--- config.mk ---
export PLATFORM = sky130hd
export DESIGN_NAME = inverse_dwt53_horizontal_line
export DESIGN_NICKNAME = d
export VERILOG_FILES = /design/src/rtl/core/idwt53_pkg.sv /design/src/rtl/core/idwt53_lift.sv /design/src/rtl/core/idwt53_ser.sv /design/src/rtl/core/inverse_dwt53_horizontal_line.sv
export SDC_FILE = /design/constraint.sdc
export NUM_CORES = 1
export LEC_CHECK = 0
export ABC_AREA = 1
export BUFFER_PORTS_ARGS = -buffer_cell sky130_fd_sc_hd__buf_2
export CAP_MARGIN = 30
export CORE_UTILIZATION = 64
export DETAILED_ROUTE_END_ITERATION = 7
export PLACE_DENSITY = 0.82
export SYNTH_ARGS = -nofsm -noshare
export SYNTH_HDL_FRONTEND = slang
export SYNTH_SLANG_ARGS = --single-unit
--- constraint.sdc ---
create_clock -name clk -period 13.7 [get_ports clk]
set_input_delay 2.74 -clock clk [delete_from_list [all_inputs] [get_ports clk]]
set_output_delay 2.74 -clock clk [all_outputs]
set_load 0.05 [all_outputs]
--- src/rtl/core/idwt53_pkg.sv ---
// ----------------------------------------------------------------------------
// idwt53_pkg
// Widths, register indexes and shared types of the inverse 5/3 line block.
// ----------------------------------------------------------------------------
`default_nettype none

package idwt53_pkg;

	localparam int LINE_LEN_W = 14;
	localparam int SHIFT_W    = 5;
	localparam int LOW_W      = 32;
	localparam int HIGH_W     = 16;
	localparam int SAMPLE_W   = 32;
	localparam int CFG_IDX_W  = 2;
	localparam int CFG_DATA_W = 14;

	localparam logic [CFG_IDX_W-1:0] REG_LINE_LENGTH     = 2'd0;
	localparam logic [CFG_IDX_W-1:0] REG_COEF_SHIFT      = 2'd1;
	localparam logic [CFG_IDX_W-1:0] REG_LOW_BAND_NARROW = 2'd2;

	localparam logic [LINE_LEN_W-1:0] LINE_LENGTH_RST = 14'd2;
	localparam logic [SHIFT_W-1:0]    COEF_SHIFT_RST  = 5'd0;
	localparam logic                  NARROW_RST      = 1'b1;

	typedef struct packed {
		logic [LINE_LEN_W-1:0] line_length;
		logic [SHIFT_W-1:0]    coef_shift;
		logic                  low_band_narrow;
	} cfg_t;

	typedef struct packed {
		logic [SAMPLE_W-1:0] e;
		logic [SAMPLE_W-1:0] h;
		logic [SAMPLE_W-1:0] prev_h;
		logic                emit_o;
		logic                emit_eh;
		logic                line_end;
	} lift_s2_t;

	typedef struct packed {
		logic [2:0][SAMPLE_W-1:0] slot;
		logic [1:0]               last_idx;
		logic                     line_end;
	} bundle_t;

endpackage

`default_nettype wire

--- src/rtl/core/idwt53_lift.sv ---
// ----------------------------------------------------------------------------
// idwt53_lift
// Input register, even-sample lifting stage and odd-sample lifting logic.
// ----------------------------------------------------------------------------
`default_nettype none

module idwt53_lift #(
	parameter int MAX_LINE_LEN = 8192
) (
	input  wire                            clk,
	input  wire                            arst_n,
	input  idwt53_pkg::cfg_t               cfg,
	input  wire                            in_valid,
	output logic                           in_ready,
	input  wire  [idwt53_pkg::LOW_W-1:0]   low_coef,
	input  wire  [idwt53_pkg::HIGH_W-1:0]  high_coef,
	output logic                           bnd_valid,
	input  wire                            bnd_ready,
	output idwt53_pkg::bundle_t            bnd
);
	import idwt53_pkg::*;

	localparam int LEN_BITS = $clog2(MAX_LINE_LEN + 1);
	localparam int LEN_W    = (LEN_BITS > LINE_LEN_W) ? LEN_BITS : LINE_LEN_W;
	localparam int POS_W    = $clog2((MAX_LINE_LEN + 1) / 2 + 1);

	logic                v_s1;
	logic [LOW_W-1:0]    low_s1;
	logic [HIGH_W-1:0]   high_s1;
	logic                v_s2;
	lift_s2_t            lift_s2;
	logic [POS_W-1:0]    pos_q;
	logic [SAMPLE_W-1:0] prev_h_q;
	logic [SAMPLE_W-1:0] prev_e_q;

	logic                adv_s2;
	logic [SAMPLE_W-1:0] h, l, a, b, c, sum, q, e;
	logic [LEN_W-1:0]    len_raw, len_c, pairs, last, pos_c;
	logic                odd, first, middle, line_end;
	lift_s2_t            lift_d;
	logic [SAMPLE_W-1:0] pair_sum, o, eh;

	assign adv_s2    = v_s1 && (!v_s2 || bnd_ready);
	assign in_ready  = !v_s1 || adv_s2;
	assign bnd_valid = v_s2;

	always_ff @(posedge clk or negedge arst_n) begin
		if (!arst_n) begin
			v_s1 <= 1'b0;
		end else if (in_ready) begin
			v_s1 <= in_valid;
		end
	end

	always_ff @(posedge clk) begin
		if (in_ready && in_valid) begin
			low_s1  <= low_coef;
			high_s1 <= high_coef;
		end
	end

	always_comb begin
		h = {{(SAMPLE_W-HIGH_W){high_s1[HIGH_W-1]}}, high_s1} << cfg.coef_shift;
		if (cfg.low_band_narrow) begin
			l = {{(SAMPLE_W-16){low_s1[15]}}, low_s1[15:0]} << cfg.coef_shift;
		end else begin
			l = low_s1;
		end

		len_raw = LEN_W'(cfg.line_length);
		if (len_raw < LEN_W'(2)) begin
			len_c = LEN_W'(2);
		end else if (len_raw > LEN_W'(MAX_LINE_LEN)) begin
			len_c = LEN_W'(MAX_LINE_LEN);
		end else begin
			len_c = len_raw;
		end
		pairs = len_c >> 1;
		odd   = len_c[0];
		last  = pairs - LEN_W'(1) + LEN_W'(odd);
		pos_c = (LEN_W'(pos_q) > last) ? last : LEN_W'(pos_q);

		first    = (pos_c == '0);
		middle   = !first && (pos_c < pairs);
		line_end = (pos_c == last);

		a   = first ? h : prev_h_q;
		b   = middle ? h : '0;
		c   = middle ? SAMPLE_W'(2) : SAMPLE_W'(1);
		sum = a + b + c;
		q   = middle ? SAMPLE_W'($signed(sum) >>> 2) : SAMPLE_W'($signed(sum) >>> 1);
		e   = l - q;

		lift_d.e        = e;
		lift_d.h        = h;
		lift_d.prev_h   = prev_h_q;
		lift_d.emit_o   = !first;
		lift_d.emit_eh  = !odd && (pos_c == pairs - LEN_W'(1));
		lift_d.line_end = line_end;
	end

	always_ff @(posedge clk or negedge arst_n) begin
		if (!arst_n) begin
			v_s2     <= 1'b0;
			pos_q    <= '0;
			prev_h_q <= '0;
			prev_e_q <= '0;
		end else begin
			if (!v_s2 || bnd_ready) begin
				v_s2 <= v_s1;
			end
			if (adv_s2) begin
				prev_h_q <= h;
				pos_q    <= line_end ? '0 : POS_W'(pos_c + LEN_W'(1));
			end
			if (v_s2 && bnd_ready) begin
				prev_e_q <= lift_s2.e;
			end
		end
	end

	always_ff @(posedge clk) begin
		if (adv_s2) begin
			lift_s2 <= lift_d;
		end
	end

	always_comb begin
		pair_sum = prev_e_q + lift_s2.e;
		o        = lift_s2.prev_h + SAMPLE_W'($signed(pair_sum) >>> 1);
		eh       = lift_s2.h + lift_s2.e;
		if (lift_s2.emit_o) begin
			bnd.slot = {eh, lift_s2.e, o};
		end else begin
			bnd.slot = {eh, eh, lift_s2.e};
		end
		bnd.last_idx = {1'b0, lift_s2.emit_o} + {1'b0, lift_s2.emit_eh};
		bnd.line_end = lift_s2.line_end;
	end

endmodule

`default_nettype wire

--- src/rtl/core/idwt53_ser.sv ---
// ----------------------------------------------------------------------------
// idwt53_ser
// Result register; sends the one to three samples of an item in order.
// ----------------------------------------------------------------------------
`default_nettype none

module idwt53_ser (
	input  wire                              clk,
	input  wire                              arst_n,
	input  wire                              bnd_valid,
	output logic                             bnd_ready,
	input  idwt53_pkg::bundle_t              bnd,
	output logic                             out_valid,
	input  wire                              out_ready,
	output logic [idwt53_pkg::SAMPLE_W-1:0]  sample,
	output logic                             item_last,
	output logic                             line_last
);
	import idwt53_pkg::*;

	logic       v_s3;
	bundle_t    bnd_s3;
	logic [1:0] idx_q;
	logic       take;

	assign out_valid = v_s3;
	assign take      = v_s3 && out_ready;
	assign item_last = (idx_q == bnd_s3.last_idx);
	assign line_last = item_last && bnd_s3.line_end;
	assign bnd_ready = !v_s3 || (take && item_last);

	always_comb begin
		case (idx_q)
			2'd0:    sample = bnd_s3.slot[0];
			2'd1:    sample = bnd_s3.slot[1];
			default: sample = bnd_s3.slot[2];
		endcase
	end

	always_ff @(posedge clk or negedge arst_n) begin
		if (!arst_n) begin
			v_s3  <= 1'b0;
			idx_q <= '0;
		end else begin
			if (bnd_ready) begin
				v_s3 <= bnd_valid;
			end
			if (take) begin
				idx_q <= item_last ? 2'd0 : idx_q + 2'd1;
			end
		end
	end

	always_ff @(posedge clk) begin
		if (bnd_ready && bnd_valid) begin
			bnd_s3 <= bnd;
		end
	end

endmodule

`default_nettype wire

--- src/rtl/core/inverse_dwt53_horizontal_line.sv ---
// ----------------------------------------------------------------------------
// inverse_dwt53_horizontal_line
// Horizontal inverse 5/3 lifting of one line from low/high coefficient pairs.
// ----------------------------------------------------------------------------
//  channel  handshake             payload
//  in       in_valid / in_ready   low_coef, high_coef (one pair)
//  out      out_valid / out_ready sample, item_last, line_last
//  cfg      cfg_wen               cfg_index, cfg_wdata
//
// Each pair yields one to three samples, one sample per cycle at the output
// while out_ready is high, so the output port sets the pace of a line.
// A pair's first sample leaves after the input, lifting and result registers.
// Asynchronous reset restores the register defaults and the start of line.
// Input and output stalls are absorbed by the input, lifting and result
// registers; a new pair is taken while results of earlier ones wait.
// ----------------------------------------------------------------------------
`default_nettype none

module inverse_dwt53_horizontal_line #(
	parameter int MAX_LINE_LEN = 8192
) (
	input  wire                                clk,
	input  wire                                arst_n,
	input  wire                                cfg_wen,
	input  wire  [idwt53_pkg::CFG_IDX_W-1:0]   cfg_index,
	input  wire  [idwt53_pkg::CFG_DATA_W-1:0]  cfg_wdata,
	input  wire                                in_valid,
	output logic                               in_ready,
	input  wire  [idwt53_pkg::LOW_W-1:0]       low_coef,
	input  wire  [idwt53_pkg::HIGH_W-1:0]      high_coef,
	output logic                               out_valid,
	input  wire                                out_ready,
	output logic [idwt53_pkg::SAMPLE_W-1:0]    sample,
	output logic                               item_last,
	output logic                               line_last
);
	import idwt53_pkg::*;

	cfg_t    cfg_q;
	logic    bnd_valid;
	logic    bnd_ready;
	bundle_t bnd;

	always_ff @(posedge clk or negedge arst_n) begin
		if (!arst_n) begin
			cfg_q.line_length     <= LINE_LENGTH_RST;
			cfg_q.coef_shift      <= COEF_SHIFT_RST;
			cfg_q.low_band_narrow <= NARROW_RST;
		end else if (cfg_wen) begin
			unique case (cfg_index)
				REG_LINE_LENGTH:     cfg_q.line_length     <= cfg_wdata[LINE_LEN_W-1:0];
				REG_COEF_SHIFT:      cfg_q.coef_shift      <= cfg_wdata[SHIFT_W-1:0];
				REG_LOW_BAND_NARROW: cfg_q.low_band_narrow <= cfg_wdata[0];
				default: ;
			endcase
		end
	end

	idwt53_lift #(
		.MAX_LINE_LEN(MAX_LINE_LEN)
	) u_lift (
		.clk       (clk),
		.arst_n    (arst_n),
		.cfg       (cfg_q),
		.in_valid  (in_valid),
		.in_ready  (in_ready),
		.low_coef  (low_coef),
		.high_coef (high_coef),
		.bnd_valid (bnd_valid),
		.bnd_ready (bnd_ready),
		.bnd       (bnd)
	);

	idwt53_ser u_ser (
		.clk       (clk),
		.arst_n    (arst_n),
		.bnd_valid (bnd_valid),
		.bnd_ready (bnd_ready),
		.bnd       (bnd),
		.out_valid (out_valid),
		.out_ready (out_ready),
		.sample    (sample),
		.item_last (item_last),
		.line_last (line_last)
	);

endmodule

`default_nettype wire

==> flow_summary.json <==
{
  "die_y_um": 202,
  "grt_pass1_vias": 21618,
  "syn_area_sq_mm": 0.0255,
  "drv_slew": 0,
  "track_usage_pct": 35.4,
  "hold_violations": 0,
  "synth_top_flop_cell": "edfxtp_1",
  "drive_gt1_share_pct": 9.38,
  "final_common_cell": "nand2_1",
  "worstSkewPairLatency_ns": 0.57,
  "area_delta_synth_final_pct": 8.01,
  "portBuffers": 104,
  "wirelength_mm": 72.7,
  "max_freq_mhz": 81.7,
  "dr.first_iter.drc_count": 2211,
  "cts_hold_buf": 0,
  "syn_area_per_cell_sq_um": 8.19,
  "clock_path_buffers": 3,
  "cts-buffers-inserted": 36,
  "ios": 105,
  "critical_path_class": "register to register",
  "ctsResizeCount": 0,
  "slew_headroom_pct": 32.3,
  "maxCapViolations": 0,
  "synth_cell_types": 72,
  "synth_edf_count": 246,
  "via_per_inst": 6.10,
  "required_ns": 14.01,
  "dr.pass1.iters": 6,
  "place_hpwl_mm": 54.8,
  "status": "completed",
  "start_util_pct": 65.5,
  "rows": 72,
  "post_cts_buffers": 0,
  "nets": 3474,
  "grt_pass1_wl_mm": 113,
  "finalWeightedCongestion": 0.980,
  "yosysWarnings": 0,
  "final_cells": 3728,
  "wire_per_inst_um": 19.5,
  "antenna_found_initial": 0,
  "period_needed_ns": 12.23,
  "cpPeakStageDelay_ns": 0.53,
  "insertedDiodeCount": 0,
  "worst_pin_slew_ns": 1.01,
  "tns_ns": 0,
  "final_area_sq_mm": 0.0276,
  "cpMostUsedCell": "nand2_1",
  "synth_fp_nets": 3410,
  "cts.clk_slew.worst_paths_ns": 0.06,
  "end_kind": "register",
  "coreArea_sq_mm": 0.0390,
  "setup_viol": 0,
  "vias": 22724,
  "hold_path_class": "register to register",
  "grt-ovfl-total": 0,
  "ys_seq_elements": 348,
  "dieArea_sq_mm": 0.0407,
  "ys_seq_area_share_pct": 38.9,
  "die_w_um": 202,
  "cp-start-kind": "register",
  "cts_root_buf": "clkbuf_16",
  "antenna_left": 0,
  "drc": 0,
  "cp_max_fo": 59,
  "place_area_sq_mm": 0.0264,
  "cp.arrival_ns": 12.55,
  "grt_setup_unrepaired": "no",
  "ctsHtreeMaxLevel": 2,
  "cts_sinks": 348,
  "slowest_stage": "dfrtp_1",
  "async_reset_ff_share_pct": 29.3,
  "layout_common_cells": "nand2_1, inv_1, o21ai_0",
  "clock_skew_ns": 0.0258,
  "synthCells": 3118,
  "grt_max_degree": 102,
  "placed_cells": 3660,
  "cts_tree": "done",
  "fin_crit_sh_pct": 89.3
}
worst max-delay path: cells and delay by family, from the launching register on:
kind	cells	cell delay, ns
buf+inv	5	0.93
compound gates	22	4.54
flops	1	0.53
simple gates	29	3.86
fa+ha+maj	6	1.91
xor+xnor	1	0.17
per-stage QoR:
stage	util, %	hold slack, ns	setup slack, ns
global route	70.7	0.451	0.0367
global placement	67.6	0.434	1.83
floorplan	-	0.400	3.59
detailed placement	67.7	0.432	1.50
finish	70.7	0.445	1.47
CTS	70.6	0.446	1.42
flip-flops by register name (all words and copies together) (netlist names):
register          count
u_lift.v_s1           1
u_lift.bnd_valid      1
u_lift.high_s1       16
u_lift.prev_e_q      32
u_lift.pos_q         13
u_lift.bnd            1
u_lift.prev_h_q      32
u_ser.idx_q           2
u_ser.bnd_s3         99
u_lift.lift_s2       98
u_lift.low_s1        32
u_ser.out_valid       1
cfg_q                20
Yosys cell counts (5+ instances only):
master | instances | area (sq um)
a21o_1 | 13 | 97.6
nand4_1 | 27 | 169
o211ai_1 | 6 | 45.0
o41ai_1 | 6 | 52.6
o31ai_1 | 7 | 52.6
inv_1 | 314 | 1180
or2_2 | 18 | 113
a21oi_1 | 207 | 1040
mux2i_1 | 35 | 350
a221oi_1 | 10 | 87.6
o221ai_1 | 10 | 87.6
fa_1 | 5 | 100
dfrtp_1 | 100 | 2500
o21bai_1 | 14 | 105
nor3_1 | 21 | 105
o21a_1 | 12 | 90.1
a22oi_1 | 33 | 248
a31oi_1 | 14 | 87.6
nand3_1 | 97 | 485
ha_1 | 218 | 2730
nand2_1 | 730 | 2740
xor2_1 | 93 | 815
nand2_2 | 22 | 138
buf_6 | 9 | 101
nor2_2 | 8 | 50.1
a211oi_1 | 7 | 52.6
o21ai_0 | 309 | 1550
clkbuf_1 | 72 | 270
nand2_4 | 7 | 78.8
nand3_2 | 15 | 150
a21boi_0 | 17 | 128
xnor2_1 | 59 | 517
inv_2 | 15 | 56.3
o21ai_1 | 20 | 100
buf_2 | 9 | 45.0
o22ai_1 | 23 | 144
buf_1 | 8 | 30.0
nor2_1 | 222 | 833
edfxtp_1 | 246 | 7390
cell type report:
class	instances	area [sq um]
clock buffers	47	942
clock inverters	19	198
fillers	2938	11400
inverters	333	1260
multi-input cells	2336	13900
flip-flops and latches	348	9940
well taps	518	648
repair buffers	126	721
repair inverters	1	5.00
cell families (layout without fill, tap and decap cells):
kind of cell / count (synthesis) / count (layout) / share of synthesized area (%)
simple gates: 1186 / 1186 / 19.8
compound gates: 736 / 736 / 16.6
buf+inv: 434 / 526 / 6.78
flops: 348 / 348 / 38.9
fa+ha+maj: 223 / 223 / 11.1
xor+xnor: 153 / 153 / 5.28
mux: 38 / 38 / 1.50
final timing paths:
check / from / end / slack [ns] / cells after the start
min in group asynchronous: arst_n / cfg_q[13] / 2.22 / 1
max: cfg_q[9] / u_lift.lift_s2[98] / 1.47 / 63
max reg2reg: cfg_q[9] / u_lift.lift_s2[98] / 1.47 / 63
min: u_lift.prev_h_q[23] / u_lift.lift_s2[26] / 0.45 / 0
min reg2reg: u_lift.prev_h_q[23] / u_lift.lift_s2[26] / 0.45 / 0
max in group asynchronous: arst_n / u_lift.prev_e_q[29] / 10.20 / 2
layer usage:
metal / routed length (um) / GRT usage [%]
met3: 6310 / 4.83
met4: 3280 / 14.4
met1: 30500 / 48.2
met2: 32600 / 57.1
met5: 0 / 0
Power is not shown: default switching activity piles up to over one toggle a cycle in this logic, so the estimate is an artifact.
